--- src/hw/rtl/npc_pkg.sv ---
`default_nettype none

package npc_pkg;

  // Palette depth default and fixed field widths
  localparam int NpcEntriesDef = 16;
  localparam int ColorW        = 8;
  localparam int RgbW          = 3 * ColorW;
  localparam int SqW           = 2 * ColorW;
  localparam int DistW         = 18;
  localparam int SizeW         = 5;
  localparam int EntryIdxW     = 4;

  // Start value of the running minimum: one above the largest distance
  localparam logic [DistW-1:0] DistStart = DistW'(255 * 255 * 3 + 1);

  // Item function codes
  typedef enum logic [0:0] {
    FuncLoad  = 1'b0,
    FuncQuery = 1'b1
  } func_e;

  // Sequencer states
  typedef enum logic [1:0] {
    StIdle,
    StIssue,
    StWait
  } state_e;

  // Control that travels with each palette entry down the scan pipeline
  typedef struct packed {
    logic vld;
    logic last;
  } scan_ctl_t;

endpackage

`default_nettype wire

--- src/hw/rtl/npc_palette_mem.sv ---
`default_nettype none

module npc_palette_mem #(
  parameter int Depth = npc_pkg::NpcEntriesDef,
  parameter int AddrW = 4
) (
  input  wire logic                    clk_i,
  input  wire logic                    we_i,
  input  wire logic [AddrW-1:0]        waddr_i,
  input  wire logic [npc_pkg::RgbW-1:0] wdata_i,
  input  wire logic                    re_i,
  input  wire logic [AddrW-1:0]        raddr_i,
  output logic      [npc_pkg::RgbW-1:0] rdata_o
);

  logic [npc_pkg::RgbW-1:0] mem_q [Depth];
  logic [npc_pkg::RgbW-1:0] rdata_q;

  // Write one entry per load
  always_ff @(posedge clk_i) begin
    if (we_i) begin
      mem_q[waddr_i] <= wdata_i;
    end
  end

  // Registered read, one entry per cycle
  always_ff @(posedge clk_i) begin
    if (re_i) begin
      rdata_q <= mem_q[raddr_i];
    end
  end

  assign rdata_o = rdata_q;

endmodule

`default_nettype wire

--- src/hw/rtl/npc_dist_unit.sv ---
`default_nettype none

module npc_dist_unit #(
  parameter int IdxW = 4
) (
  input  wire logic                       clk_i,
  input  wire logic                       rst_ni,
  input  wire npc_pkg::scan_ctl_t         ctl_i,
  input  wire logic [IdxW-1:0]            idx_i,
  input  wire logic [npc_pkg::RgbW-1:0]   entry_i,
  input  wire logic [npc_pkg::ColorW-1:0] q_red_i,
  input  wire logic [npc_pkg::ColorW-1:0] q_green_i,
  input  wire logic [npc_pkg::ColorW-1:0] q_blue_i,
  output npc_pkg::scan_ctl_t              ctl_o,
  output logic      [IdxW-1:0]            idx_o,
  output logic      [npc_pkg::RgbW-1:0]   color_o,
  output logic      [npc_pkg::DistW-1:0]  dist_o
);

  localparam int CW = npc_pkg::ColorW;
  localparam int SW = npc_pkg::SqW;
  localparam int DW = npc_pkg::DistW;

  logic [CW-1:0] e_red, e_green, e_blue;
  logic [CW-1:0] ad_red, ad_green, ad_blue;

  npc_pkg::scan_ctl_t        ctl1_q, ctl2_q;
  logic [IdxW-1:0]           idx1_q, idx2_q;
  logic [npc_pkg::RgbW-1:0]  col1_q, col2_q;
  logic [SW-1:0]             sq_red_q, sq_green_q, sq_blue_q;
  logic [DW-1:0]             dist_q;

  assign e_red   = entry_i[3*CW-1:2*CW];
  assign e_green = entry_i[2*CW-1:CW];
  assign e_blue  = entry_i[CW-1:0];

  // Absolute component differences
  assign ad_red   = (q_red_i > e_red)     ? (q_red_i - e_red)     : (e_red - q_red_i);
  assign ad_green = (q_green_i > e_green) ? (q_green_i - e_green) : (e_green - q_green_i);
  assign ad_blue  = (q_blue_i > e_blue)   ? (q_blue_i - e_blue)   : (e_blue - q_blue_i);

  // Advance the control through both stages
  always_ff @(posedge clk_i or negedge rst_ni) begin
    if (!rst_ni) begin
      ctl1_q <= '0;
      ctl2_q <= '0;
    end else begin
      ctl1_q <= ctl_i;
      ctl2_q <= ctl1_q;
    end
  end

  // Stage one squares each difference, stage two sums them
  always_ff @(posedge clk_i) begin
    idx1_q     <= idx_i;
    col1_q     <= entry_i;
    sq_red_q   <= SW'(ad_red)   * SW'(ad_red);
    sq_green_q <= SW'(ad_green) * SW'(ad_green);
    sq_blue_q  <= SW'(ad_blue)  * SW'(ad_blue);
    idx2_q     <= idx1_q;
    col2_q     <= col1_q;
    dist_q     <= DW'(sq_red_q) + DW'(sq_green_q) + DW'(sq_blue_q);
  end

  assign ctl_o   = ctl2_q;
  assign idx_o   = idx2_q;
  assign color_o = col2_q;
  assign dist_o  = dist_q;

endmodule

`default_nettype wire

--- src/hw/rtl/nearest_palette_color.sv ---
// Nearest palette color matcher. A load beat (func_i = 0) writes one palette
// entry; a query beat (func_i = 1) scans entries 0 to min(palette size,
// PALETTE_ENTRIES) - 1 in order and returns the first entry with the smallest
// squared RGB distance. A scan keeps busy high until its result is issued, so
// the next query is taken only after the last one is through: the scan reads
// one entry per cycle through the single palette read port and the shared
// distance unit, then waits for the read and distance pipeline to drain.
// A query on an empty palette answers in the next cycle with valid_res_o = 0.
// Each result is shown for exactly one cycle with res_valid_o high; the
// receiver cannot stall it, so it must take every result beat as it comes.
// Write the palette size only while busy is low; read only entries loaded
// since reset.

`default_nettype none

module nearest_palette_color #(
  parameter int PALETTE_ENTRIES = npc_pkg::NpcEntriesDef
) (
  input  wire logic                          clk_i,
  input  wire logic                          rst_ni,
  input  wire logic                          start,
  output logic                               busy,
  input  wire logic [0:0]                    func_i,
  input  wire logic [npc_pkg::EntryIdxW-1:0] entry_index_i,
  input  wire logic [npc_pkg::ColorW-1:0]    red_i,
  input  wire logic [npc_pkg::ColorW-1:0]    green_i,
  input  wire logic [npc_pkg::ColorW-1:0]    blue_i,
  input  wire logic                          cfg_valid_i,
  output logic                               cfg_ready_o,
  input  wire logic [npc_pkg::SizeW-1:0]     cfg_data_i,
  output logic                               res_valid_o,
  output logic                               valid_res_o,
  output logic      [npc_pkg::EntryIdxW-1:0] match_index_o,
  output logic      [npc_pkg::ColorW-1:0]    match_red_o,
  output logic      [npc_pkg::ColorW-1:0]    match_green_o,
  output logic      [npc_pkg::ColorW-1:0]    match_blue_o,
  output logic      [npc_pkg::DistW-1:0]     distance_o
);

  localparam int AddrW  = (PALETTE_ENTRIES > 1) ? $clog2(PALETTE_ENTRIES) : 1;
  localparam int CntW   = $clog2(PALETTE_ENTRIES + 1);
  localparam int SatW   = (CntW > npc_pkg::SizeW) ? CntW : npc_pkg::SizeW;
  localparam int WideW  = (AddrW > npc_pkg::EntryIdxW) ? AddrW : npc_pkg::EntryIdxW;
  localparam int WideP1 = WideW + 1;
  localparam int CW     = npc_pkg::ColorW;
  localparam int DW     = npc_pkg::DistW;
  localparam int IW     = npc_pkg::EntryIdxW;

  localparam logic [SatW-1:0]   EntriesSat  = SatW'(PALETTE_ENTRIES);
  localparam logic [WideP1-1:0] EntriesWide = WideP1'(PALETTE_ENTRIES);

  npc_pkg::state_e state_q, state_d;
  logic [CntW-1:0]         cnt_q, cnt_d, count_q, count_d, count_sat;
  logic [npc_pkg::SizeW-1:0] size_q;
  logic [SatW-1:0]         size_ext;

  logic                    accept, is_load, is_query;
  logic [WideW-1:0]        slot_wide;
  logic                    slot_ok, mem_we;

  logic                    rd_en;
  npc_pkg::scan_ctl_t      rd_ctl, rd_ctl_q;
  logic [AddrW-1:0]        rd_idx_q;
  logic [npc_pkg::RgbW-1:0] rd_data;

  logic [CW-1:0]           q_red_q, q_green_q, q_blue_q;

  npc_pkg::scan_ctl_t      dist_ctl;
  logic [AddrW-1:0]        dist_idx;
  logic [npc_pkg::RgbW-1:0] dist_col;
  logic [DW-1:0]           dist_val;

  logic [DW-1:0]           best_dist_q, nb_dist;
  logic [AddrW-1:0]        best_idx_q, nb_idx;
  logic [npc_pkg::RgbW-1:0] best_col_q, nb_col;
  logic                    better;
  logic [WideW-1:0]        nb_idx_wide;

  logic                    res_fire, res_empty;
  logic                    res_valid_q, valid_res_q;
  logic [IW-1:0]           match_index_q;
  logic [npc_pkg::RgbW-1:0] match_col_q;
  logic [DW-1:0]           distance_q;

  // Handshake and item decode
  assign busy        = (state_q != npc_pkg::StIdle);
  assign cfg_ready_o = ~busy;
  assign accept      = start & ~busy;
  assign is_load     = accept & (func_i == npc_pkg::FuncLoad);
  assign is_query    = accept & (func_i == npc_pkg::FuncQuery);

  // Drop loads beyond the store
  assign slot_wide = WideW'(entry_index_i);
  assign slot_ok   = ({1'b0, slot_wide} < EntriesWide);
  assign mem_we    = is_load & slot_ok;

  // Saturate the scan count at the store depth
  assign size_ext  = SatW'(size_q);
  assign count_sat = (size_ext > EntriesSat) ? CntW'(EntriesSat) : CntW'(size_ext);

  // Sequencer: issue one read per cycle, then wait for the pipeline to drain
  always_comb begin
    state_d   = state_q;
    cnt_d     = cnt_q;
    count_d   = count_q;
    rd_en     = 1'b0;
    rd_ctl    = '0;
    res_fire  = 1'b0;
    res_empty = 1'b0;
    case (state_q)
      npc_pkg::StIdle: begin
        if (is_query) begin
          count_d = count_sat;
          cnt_d   = '0;
          if (count_sat == '0) begin
            res_empty = 1'b1;
          end else begin
            state_d = npc_pkg::StIssue;
          end
        end
      end
      npc_pkg::StIssue: begin
        rd_en       = 1'b1;
        rd_ctl.vld  = 1'b1;
        rd_ctl.last = (cnt_q == (count_q - CntW'(1)));
        cnt_d       = cnt_q + CntW'(1);
        if (rd_ctl.last) begin
          state_d = npc_pkg::StWait;
        end
      end
      npc_pkg::StWait: begin
        if (dist_ctl.vld && dist_ctl.last) begin
          res_fire = 1'b1;
          state_d  = npc_pkg::StIdle;
        end
      end
      default: begin
        state_d = npc_pkg::StIdle;
      end
    endcase
  end

  // Control registers
  always_ff @(posedge clk_i or negedge rst_ni) begin
    if (!rst_ni) begin
      state_q     <= npc_pkg::StIdle;
      cnt_q       <= '0;
      count_q     <= '0;
      size_q      <= '0;
      rd_ctl_q    <= '0;
      res_valid_q <= 1'b0;
    end else begin
      state_q     <= state_d;
      cnt_q       <= cnt_d;
      count_q     <= count_d;
      rd_ctl_q    <= rd_ctl;
      res_valid_q <= res_fire | res_empty;
      if (cfg_valid_i && cfg_ready_o) begin
        size_q <= cfg_data_i;
      end
    end
  end

  npc_palette_mem #(
    .Depth(PALETTE_ENTRIES),
    .AddrW(AddrW)
  ) u_mem (
    .clk_i  (clk_i),
    .we_i   (mem_we),
    .waddr_i(slot_wide[AddrW-1:0]),
    .wdata_i({red_i, green_i, blue_i}),
    .re_i   (rd_en),
    .raddr_i(cnt_q[AddrW-1:0]),
    .rdata_o(rd_data)
  );

  // Hold the query color and tag each read with its index
  always_ff @(posedge clk_i) begin
    rd_idx_q <= cnt_q[AddrW-1:0];
    if (is_query) begin
      q_red_q   <= red_i;
      q_green_q <= green_i;
      q_blue_q  <= blue_i;
    end
  end

  npc_dist_unit #(
    .IdxW(AddrW)
  ) u_dist (
    .clk_i    (clk_i),
    .rst_ni   (rst_ni),
    .ctl_i    (rd_ctl_q),
    .idx_i    (rd_idx_q),
    .entry_i  (rd_data),
    .q_red_i  (q_red_q),
    .q_green_i(q_green_q),
    .q_blue_i (q_blue_q),
    .ctl_o    (dist_ctl),
    .idx_o    (dist_idx),
    .color_o  (dist_col),
    .dist_o   (dist_val)
  );

  // Keep the first entry with the strictly smallest distance
  assign better      = (dist_val < best_dist_q);
  assign nb_dist     = better ? dist_val : best_dist_q;
  assign nb_idx      = better ? dist_idx : best_idx_q;
  assign nb_col      = better ? dist_col : best_col_q;
  assign nb_idx_wide = WideW'(nb_idx);

  always_ff @(posedge clk_i) begin
    if (is_query) begin
      best_dist_q <= npc_pkg::DistStart;
    end else if (dist_ctl.vld) begin
      best_dist_q <= nb_dist;
      best_idx_q  <= nb_idx;
      best_col_q  <= nb_col;
    end
  end

  // Result register: one beat per query
  always_ff @(posedge clk_i) begin
    if (res_fire) begin
      valid_res_q   <= 1'b1;
      match_index_q <= nb_idx_wide[IW-1:0];
      match_col_q   <= nb_col;
      distance_q    <= nb_dist;
    end else if (res_empty) begin
      valid_res_q   <= 1'b0;
      match_index_q <= '0;
      match_col_q   <= '0;
      distance_q    <= '0;
    end
  end

  assign res_valid_o   = res_valid_q;
  assign valid_res_o   = valid_res_q;
  assign match_index_o = match_index_q;
  assign match_red_o   = match_col_q[3*CW-1:2*CW];
  assign match_green_o = match_col_q[2*CW-1:CW];
  assign match_blue_o  = match_col_q[CW-1:0];
  assign distance_o    = distance_q;

endmodule

`default_nettype wire

--- config.mk ---
export PLATFORM = sky130hd
export DESIGN_NAME = nearest_palette_color
export DESIGN_NICKNAME = d
export VERILOG_FILES = /design/src/hw/rtl/npc_pkg.sv /design/src/hw/rtl/npc_palette_mem.sv /design/src/hw/rtl/npc_dist_unit.sv /design/src/hw/rtl/nearest_palette_color.sv
export SDC_FILE = /design/constraint.sdc
export NUM_CORES = 1
export LEC_CHECK = 0
export BUFFER_PORTS_ARGS = -buffer_cell sky130_fd_sc_hd__buf_4
export CAP_MARGIN = 20
export CORE_ASPECT_RATIO = 0.7
export CORE_UTILIZATION = 56
export CTS_CLUSTER_DIAMETER = 120
export DETAILED_ROUTE_END_ITERATION = 10
export PLACE_DENSITY = 0.79
export SLEW_MARGIN = 0
export SYNTH_ARGS = -nofsm -noshare
export SYNTH_HDL_FRONTEND = slang
export SYNTH_SLANG_ARGS = --single-unit
export TNS_END_PERCENT = 50
--- constraint.sdc ---
create_clock -name clk_i -period 7.6 [get_ports clk_i]
set_clock_uncertainty 0.1 [all_clocks]
set_input_delay 0.76 -clock clk_i [delete_from_list [all_inputs] [get_ports clk_i]]
set_output_delay 0.76 -clock clk_i [all_outputs]
set_load 0.005 [all_outputs]
==> metrics.md, run 1 <==
| Metric | Value |
|---|---|
| Synth area leaders | `edfxtp_1, dfxtp_1, mux4_2` |
| Final setup viols | `0` |
| Count of state elements after synthesis | `672` |
| Seq/Total Area, Yosys | `58.4%` |
| Max frequency | `0.140 GHz` |
| Initial Util | `57.3%` |
| Chip height | `202 um` |
| DRC | `0` |
| CTS tree | `done` |
| # diodes | `0` |
| Setup TNS | `0 ps` |
| Top FF cell, synth | `edfxtp_1` |
| Asr flop ratio synth | `3.57%` |
| First-pass GRT wire length | `112000 um` |
| CTS buffer count | `60` |
| Layout Nets | `2692` |
| Vias in the first global route | `18.9k` |
| Clk slew on worst S/H paths | `70 ps` |
| Total length of routed wires | `73100 um` |
| Worst reg2reg setup slack | `440 ps` |
| Core area | `55800 um2` |
| Share of the synthesized area in the top cell type | `47.6%` |
| Final Wtd Congestion | `0.874` |
| Grt ovf | `0` |
| Post-Syn Nets | `2589` |
| Clk sinks | `672` |
| Post-synth top area cell | `edfxtp_1` |
| Row count | `72` |
| Hpwl dp | `47000 um` |
| Root buf cell | `clkbuf_16` |
| Max Cap Viol | `0` |
| IO Pins | `88` |
| CP startpoint kind | `register` |
| H-tree levels | `2` |
| Relative slew slack | `27.4%` |
| CP Data Arrival Time | `7570 ps` |
| Final ANT Viol Nets | `0` |
| Initial DRC count | `1859` |
| Max Fanout on Critical Path | `9` |
| Crit end category | `register` |
| Wire length per cell | `23.0 um` |
| Post-CTS setup buffer count | `0` |
| Number of synthesized flops with an enable pin | `506` |
| Die W | `287 um` |
| Final hold vios | `0` |
| Total track usage | `25.9%` |
| HP Class | `reg -> reg` |
| Clock buffer depth | `3` |
| Critical path type | `reg -> reg` |
| Yosys cell types | `74` |
| Mapped Area | `31900 um2` |
| Cell count after synthesis | `2284` |
| Final slew viol count | `0` |
| Latest clock arrival within the worst-skew pair | `640 ps` |
| Die area | `58000 um2` |
| IO buf count | `87` |
| Pre-antenna DRT Iters | `7` |
| RSZ-0062 raised after global routing | `no` |
| Ys Warns | `0` |
| Via density | `5.94` |
| Layout cells sized above 1 | `16.3%` |
| Fin crit share | `94.1%` |
| Status | `complete, no violations` |
| Vias | `18.9k` |
| Final min period | `7160 ps` |
| Worst Max-Slew Pin Slew | `1090 ps` |
| Antenna violations before repair | `5` |
| WP data required | `8020 ps` |
| Area grow syn2layout | `11.2%` |
| Largest net degree at the start of global routing | `75` |
| Avg Inst Size Synth | `14.0 um2` |
==> layout make-up <==
| class | count | area [um2] |
|---|---|---|
| Fill cell | 3983 | 20300 |
| Multi-Input combinational cell | 1301 | 12200 |
| Tap cell | 740 | 926 |
| Inverter | 224 | 841 |
| Timing Repair Buffer | 128 | 976 |
| Sequential cell | 672 | 18600 |
| Clock buffer | 79 | 1660 |
| Clock inverter | 34 | 283 |
==> layout by cell type, fill, tap and decap left out, drive strengths merged, types with 82 or more instances in the layout <==
cell / n
o21ai: 97
inv: 231
dfxtp: 142
fa: 82
edfxtp: 506
a21oi: 111
mux4: 120
nand2: 84
ha: 185
buf: 127
nor2: 146
==> state kept, by name (all words and copies together), names as in the netlist, 15 cells and up <==
| signal | cells |
|---|---|
| u_mem.rdata_o | 24 |
| u_dist.col1_q | 24 |
| u_dist.sq_green_q | 15 |
| best_dist_q | 18 |
| u_dist.sq_blue_q | 15 |
| u_dist.sq_red_q | 15 |
| match_col_q | 24 |
| u_dist.color_o | 24 |
| best_col_q | 24 |
| u_dist.dist_o | 18 |
| distance_o | 18 |
| u_mem.mem_q | 384 |
==> through the flow <==
step | cell area [um2] | hold WS (ps) | setup WS [ps] | utilization (%) | cells
floorplan | 31900 | 210 | 779 | - | 2284
global placement | 33500 | 210 | 548 | 60.1 | 3063
detailed placement | 33500 | 212 | 486 | 60.1 | 3063
CTS | 35500 | 227 | 431 | 63.6 | 3177
global route | 35500 | 231 | 68.8 | 63.6 | 3178
finish | 35500 | 225 | 445 | 63.6 | 3178
==> logic make-up after synthesis <==
family                   count (synthesis)  share of synthesized area (%)
flip-flops                             672                           58.4
buffers and inverters                  311                           3.78
AO/OA/AOI/OAI                          381                           7.58
XOR/XNOR                                90                           2.47
adder cells (fa/ha/maj)                267                           12.4
multiplexers                           139                           9.10
AND/OR/NAND/NOR                        424                           6.31
==> per-layer routing <==
metal	up-vias	track usage (%)	part of all wire, %
li1	8578	-	-
met1	9426	40.1	45
met2	801	38.4	45
met5	-	0	0.0096
met4	2	4.96	1.4
met3	79	5.06	9.0
==> final timing paths <==
kind / startpoint / to / cells past startpoint
setup / recovery: q_green_q[0]$_DFFE_PP_ / u_dist.sq_green_q[15]$_DFF_P_ / 25
hold / removal: u_dist.col1_q[22]$_DFF_P_ / u_dist.color_o[22]$_DFF_P_ / 0
setup reg to reg: q_green_q[0]$_DFFE_PP_ / u_dist.sq_green_q[15]$_DFF_P_ / 25
hold reg to reg: u_dist.col1_q[22]$_DFF_P_ / u_dist.color_o[22]$_DFF_P_ / 0
max in group asynchronous: rst_ni / cnt_q[0]$_DFFE_PN0P_ / 2
min in group asynchronous: rst_ni / size_ext[2]$_DFFE_PN0P_ / 2
==> worst max-delay path: stages, from the launching register on <==
cell	delay [ps]
edfxtp_1	400
inv_1	70
ha_1	160
inv_1	50
fa_1	450
a211oi_2	300
o21bai_1	140
o311a_1	450
mux2_4	350
a221o_2	480
or2_1	280
fa_1	510
inv_1	60
fa_1	520
inv_1	50
fa_1	450
fa_1	490
inv_1	40
ha_1	310
or2_2	320
a21oi_1	200
nor3_1	70
a2111oi_0	370
buf_4	190
a21oi_1	70
xor2_1	170
==> cells in the mapped netlist (all sizes together) (60+ instances only) <==
library cell / count
ha: 185
mux4: 120
edfxtp: 506
fa: 82
nand3: 64
inv: 224
clkbuf: 60
a21oi: 111
o21ai: 97
nor2: 146
nand2: 84
dfxtp: 142
==> repair_timing <==
item	4_1_cts	5_1_grt
hold buffers	1	0
endpoints found under the hold margin	24	0
endpoints found under the setup margin	0	2
gates resized for setup	0	1
Power of run 1 is not shown: default switching activity piles up to over one toggle a cycle in this logic, so the estimate is an artifact.
==> run 2, diff against run 1 <==
PLACE_DENSITY = 0.69   (was 0.79)
==> run 2 against run 1 <==
  * Maximum frequency decreased by 0.98%
  * Non-clock buffer count down 3
  * Hold slack improved by 1.0 ps
  * Utilization up 0.27 points
  * Design area is 0.42% higher
  * Register-to-register slack got worse by 70 ps
  * Final cell count about the same
  * Routed wire length down 2.4%
  * Sequential share of layout area shrank 0.22 points
  * Highest routed layer is now met4
==> metrics.md, run 2 (same netlist as run 1, synthesis figures left out) <==
| Metric | Value |
|---|---|
| DRC | `0 (unchanged)` |
| Max frequency | `0.138 GHz (was 0.140 GHz)` |
| Clk sinks | `672 (unchanged)` |
| Top reg by flops | `u_mem.mem_q (unchanged)` |
| Most frequent cells in the layout | `edfxtp_1, inv_1, ha_1 (unchanged)` |
| Layout Nets | `2689 (was 2692)` |
| Max Fanout on Critical Path | `9 (unchanged)` |
| Die W | `287 um (unchanged)` |
| Vias in the first global route | `18.8k (was 18.9k)` |
| Area grow syn2layout | `11.6% (was 11.2%)` |
| Fin crit share | `95.1% (was 94.1%)` |
| Wire length per cell | `22.5 um (was 23.0 um)` |
| Die area | `58000 um2 (unchanged)` |
| Final Wtd Congestion | `0.888 (was 0.874)` |
| Total length of routed wires | `71300 um (was 73100 um)` |
| CTS buffer count | `60 (unchanged)` |
| Chip height | `202 um (unchanged)` |
| Final ANT Viol Nets | `0 (unchanged)` |
| First-pass GRT wire length | `111000 um (was 112000 um)` |
| Max reg flops | `384 (unchanged)` |
| Via density | `5.92 (was 5.94)` |
| Clock buffer depth | `3 (unchanged)` |
| Status | `complete, no violations (unchanged)` |
| Critical path type | `reg -> reg (unchanged)` |
| Commonest non-fill, non-tap cell in the layout | `edfxtp_1 (unchanged)` |
| Placed insts | `3060 (was 3063)` |
| Hpwl dp | `46700 um (was 47000 um)` |
| Relative slew slack | `29.0% (was 27.4%)` |
| WP data required | `8010 ps (was 8020 ps)` |
| H-tree levels | `2 (unchanged)` |
| Post-CTS setup buffer count | `0 (unchanged)` |
| Fin cells | `3177 (was 3178)` |
| WHS | `226 ps (was 225 ps)` |
| Final slew viol count | `0 (unchanged)` |
| Setup TNS | `0 ps (unchanged)` |
| Final hold vios | `0 (unchanged)` |
| Vias | `18.8k (was 18.9k)` |
| Root buf cell | `clkbuf_16 (unchanged)` |
| IO Pins | `88 (unchanged)` |
| Core area | `55800 um2 (unchanged)` |
| CP Data Arrival Time | `7640 ps (was 7570 ps)` |
| Worst hold stages | `0 (unchanged)` |
| Row count | `72 (unchanged)` |
| CP startpoint kind | `register (unchanged)` |
| Final setup viols | `0 (unchanged)` |
| Final min period | `7230 ps (was 7160 ps)` |
| Worst Max-Slew Pin Slew | `1060 ps (was 1090 ps)` |
| Max Cap Viol | `0 (unchanged)` |
| Clk slew on worst S/H paths | `70 ps (about the same)` |
| Largest net degree at the start of global routing | `81 (was 75)` |
| Worst R2R Path Depth | `24 (was 25)` |
| Pre-antenna DRT Iters | `5 (was 7)` |
| Total track usage | `25.2% (was 25.9%)` |
| RSZ-0062 raised after global routing | `no (unchanged)` |
| Post-layout util | `63.9% (was 63.6%)` |
| Crit end category | `register (unchanged)` |
| HP Class | `reg -> reg (unchanged)` |
| Latest clock arrival within the worst-skew pair | `650 ps (was 640 ps)` |
| Antenna violations before repair | `2 (was 5)` |
| Layout cells sized above 1 | `16.6% (was 16.3%)` |
| Grt ovf | `0 (unchanged)` |
| CTS tree | `done (unchanged)` |
| IO buf count | `87 (unchanged)` |
| Initial DRC count | `1649 (was 1859)` |
| Initial Util | `57.3% (unchanged)` |
## run 2: changes by cell type in the layout (fill, tap and decap cells not counted), moves of 2 or more
cell        change
clkinv_8        -2
clkinv_4        +2
clkinv_2        -2
clkinv_16       +3
clkbuf_1        -4
clkinv_1        -4
clkbuf_8        +6
clkinvlp_4      +2
buf_4           -4
bufinv_16       +2
## run 2: layer usage
layer	wire, um	up-vias	track usage (%)
met3	4980	88	3.86
met2	31100	656	36.6
met4	1290	0	5.62
met5	0	-	0
li1	-	8577	-
met1	34000	9501	40.3
## run 2: path summary, 6_finish.rpt
check,start,to,slack [ps]
hold / removal,u_dist.col1_q[3]$_DFF_P_,u_dist.color_o[3]$_DFF_P_,230
hold reg to reg,u_dist.col1_q[3]$_DFF_P_,u_dist.color_o[3]$_DFF_P_,230
min in group asynchronous,rst_ni,size_ext[4]$_DFFE_PN0P_,460
setup / recovery,q_green_q[0]$_DFFE_PP_,u_dist.sq_green_q[15]$_DFF_P_,370
max in group asynchronous,rst_ni,cnt_q[0]$_DFFE_PN0P_,6650
setup reg to reg,q_green_q[0]$_DFFE_PP_,u_dist.sq_green_q[15]$_DFF_P_,370
## run 2: what timing repair did
action | CTS | global route
setup endpoints to repair | 0 | 4
hold endpoints to repair | 24 | 0
hold buffers | 1 | 0
resized for setup | 0 | 3
## run 2: area by class of cell
| cell class | count | area, um2 |
|---|---|---|
| Clock inverter | 34 | 385 |
| Inverter | 224 | 841 |
| Tap cell | 740 | 926 |
| Sequential cell | 672 | 18600 |
| Clock buffer | 80 | 1700 |
| Multi-Input combinational cell | 1301 | 12200 |
| Fill cell | 4060 | 20100 |
| Antenna cell | 1 | 2.50 |
| Timing Repair Buffer | 125 | 966 |
## run 2: per-stage QoR
step | area (um2) | setup slack, ps
global placement | 33500 | 386
detailed placement | 33500 | 302
finish | 35600 | 374
floorplan | 31900 | 779
CTS | 35600 | 273
global route | 35600 | 5.77
## run 2: critical path, cell delays in order (launching register included)
cell and delay [ps]:
edfxtp_1 390, inv_1 70, ha_1 160, inv_1 50, fa_1 450, a211oi_2 310, o21bai_1 150, o311a_1 470
mux2_4 350, a221o_2 480, or2_1 280, fa_1 510, inv_1 50, fa_1 530, inv_1 50, fa_1 450
fa_1 490, inv_1 40, ha_1 310, or2_2 320, a21oi_1 180, nor3_1 80, a2111oi_1 510, a21oi_1 150
xor2_1 190
Power of run 2 is left out for the same reason.
==> run 3, diff against run 2 <==
PLACE_DENSITY = 0.73   (was 0.69)
SLEW_MARGIN = default   (was 0)
==> run 3 against run 2 <==
  * Setup slack worse by 39 ps
  * Final cell count hardly changed
  * Clock-buffer cell count down 2
  * Highest routed layer is now met5
==> metrics.md, run 3 (same netlist as run 1, synthesis figures left out) <==
| Metric | Value |
|---|---|
| Status | `complete, no violations (unchanged)` |
| Row count | `72 (unchanged)` |
| Antenna violations before repair | `1 (was 2)` |
| Critical path type | `reg -> reg (unchanged)` |
| Clk sinks | `672 (unchanged)` |
| Setup TNS | `0 ps (unchanged)` |
| Commonest non-fill, non-tap cell in the layout | `edfxtp_1 (unchanged)` |
| WP data required | `8030 ps (was 8010 ps)` |
| CP Data Arrival Time | `7690 ps (was 7640 ps)` |
| Layout cells sized above 1 | `16.5% (was 16.6%)` |
| Final ANT Viol Nets | `0 (unchanged)` |
| Grt ovf | `0 (unchanged)` |
| Relative slew slack | `34.4% (was 29.0%)` |
| Max Fanout on Critical Path | `9 (unchanged)` |
| Top reg by flops | `u_mem.mem_q (unchanged)` |
| Die area | `58000 um2 (unchanged)` |
| Area grow syn2layout | `11.4% (was 11.6%)` |
| Largest net degree at the start of global routing | `55 (was 81)` |
| Initial DRC count | `1642 (was 1649)` |
| Latest clock arrival within the worst-skew pair | `650 ps (about the same)` |
| Final hold vios | `0 (unchanged)` |
| Die W | `287 um (unchanged)` |
| Worst Max-Slew Pin Slew | `984 ps (was 1060 ps)` |
| Vias in the first global route | `18.8k (about the same)` |
| Crit end category | `register (unchanged)` |
| First-pass GRT wire length | `111000 um (about the same)` |
| Most frequent cells in the layout | `edfxtp_1, inv_1, ha_1 (unchanged)` |
| DRC | `0 (unchanged)` |
| RSZ-0062 raised after global routing | `no (unchanged)` |
| Fin crit share | `95.6% (was 95.1%)` |
| CTS tree | `done (unchanged)` |
| Final slew viol count | `0 (unchanged)` |
| Core area | `55800 um2 (unchanged)` |
| IO buf count | `87 (unchanged)` |
| Wire length per cell | `22.6 um (was 22.5 um)` |
| Clk slew on worst S/H paths | `70 ps (about the same)` |
| CP startpoint kind | `register (unchanged)` |
| # diodes | `0 (was 1)` |
| Pre-antenna DRT Iters | `5 (unchanged)` |
| Final Wtd Congestion | `0.901 (was 0.888)` |
| Total track usage | `25.2% (about the same)` |
| Final min period | `7270 ps (was 7230 ps)` |
| IO Pins | `88 (unchanged)` |
| Initial Util | `57.3% (unchanged)` |
| Critical path's slowest cell | `a2111oi_1 (was fa_1)` |
| Hpwl dp | `46600 um (was 46700 um)` |
| Layout Nets | `2693 (was 2689)` |
| Root buf cell | `clkbuf_16 (unchanged)` |
| Max stage delay on crit path | `600 ps (was 530 ps)` |
| Max Cap Viol | `0 (unchanged)` |
| Total length of routed wires | `71800 um (was 71300 um)` |
| H-tree levels | `2 (unchanged)` |
| Final setup viols | `0 (unchanged)` |
| Chip height | `202 um (unchanged)` |
| Max reg flops | `384 (unchanged)` |
| Max frequency | `0.138 GHz (about the same)` |
| Via density | `5.97 (was 5.92)` |
| Crit-path cells | `inv_1, ha_1, inv_1, fa_1, a211oi_2, o21bai_1, o311a_1, mux2_4, a221o_2, or2_1, fa_1, inv_1, fa_1, inv_1, fa_1, fa_1, inv_1, ha_1, or2_2, a21oi_1, nor3_1, a2111oi_1, a21oi_1, xor2_1 (unchanged)` |
| Clock buffer depth | `3 (unchanged)` |
| Vias | `18.9k (was 18.8k)` |
| CTS buffer count | `61 (was 60)` |
| HP Class | `reg -> reg (unchanged)` |
-- run 3: cell types whose count changed in the layout (fill, tap and decap cells not counted), sizes merged --
cell | before | now
buf | 124 | 127
clkinvlp | 4 | 7
diode | 1 | 0
clkbuf | 80 | 78
inv | 230 | 226
-- run 3: repair_timing --
item                                    CTS  global route
setup buffers                             0             0
gates resized for setup                   0             3
endpoints found under the setup margin    0             2
hold endpoints to repair                 24             0
hold buffers                              1             0
-- run 3: worst paths after layout --
| path | cells past startpoint | to | slack (ps) | startpoint |
|---|---|---|---|---|
| min in group asynchronous | 2 | size_ext[0]$_DFFE_PN0P_ | 460 | rst_ni |
| max in group asynchronous | 2 | cnt_q[0]$_DFFE_PN0P_ | 6650 | rst_ni |
| max reg2reg | 24 | u_dist.sq_green_q[15]$_DFF_P_ | 330 | q_green_q[0]$_DFFE_PP_ |
| min | 0 | u_dist.idx1_q[2]$_DFF_P_ | 230 | rd_idx_q[2]$_DFF_P_ |
| max | 24 | u_dist.sq_green_q[15]$_DFF_P_ | 330 | q_green_q[0]$_DFFE_PP_ |
| min reg2reg | 0 | u_dist.idx1_q[2]$_DFF_P_ | 230 | rd_idx_q[2]$_DFF_P_ |
-- run 3: worst max-delay path: cells and delay by family, from the launching register on --
family          cells  cell delay (ps)
simple gates        3              670
flops               1              390
mux                 1              350
xor+xnor            1              190
fa+ha+maj           7             2890
buf+inv             5              270
compound gates      7             2300
-- run 3: metal layers --
metal	vias to the layer above	routed length, um	track usage [%]
met5	-	13	0
met3	92	5230	4.16
met4	2	1060	4.64
met1	9626	33500	39.0
li1	8562	-	-
met2	665	32000	38.1
-- run 3: area by class of cell --
cell class	instances	area [um2]
clock inverter	33	365
multi-input combinational	1301	12200
sequential	672	18600
timing repair buffer	128	983
tap	740	926
fill	4046	20200
clock buffer	78	1650
inverter	224	841
-- run 3: metrics by stage --
stage | hold slack (ps) | worst slack, ps | instance area, um2 | std cells | util, %
floorplan | 210 | 779 | 31900 | 2284 | -
global placement | 210 | 374 | 33500 | 3062 | 60.1
detailed placement | 212 | 218 | 33500 | 3062 | 60.1
CTS | 228 | 216 | 35500 | 3174 | 63.7
global route | 228 | 4.97 | 35600 | 3176 | 63.8
finish | 225 | 335 | 35600 | 3176 | 63.8
Power of run 3 is left out for the same reason.
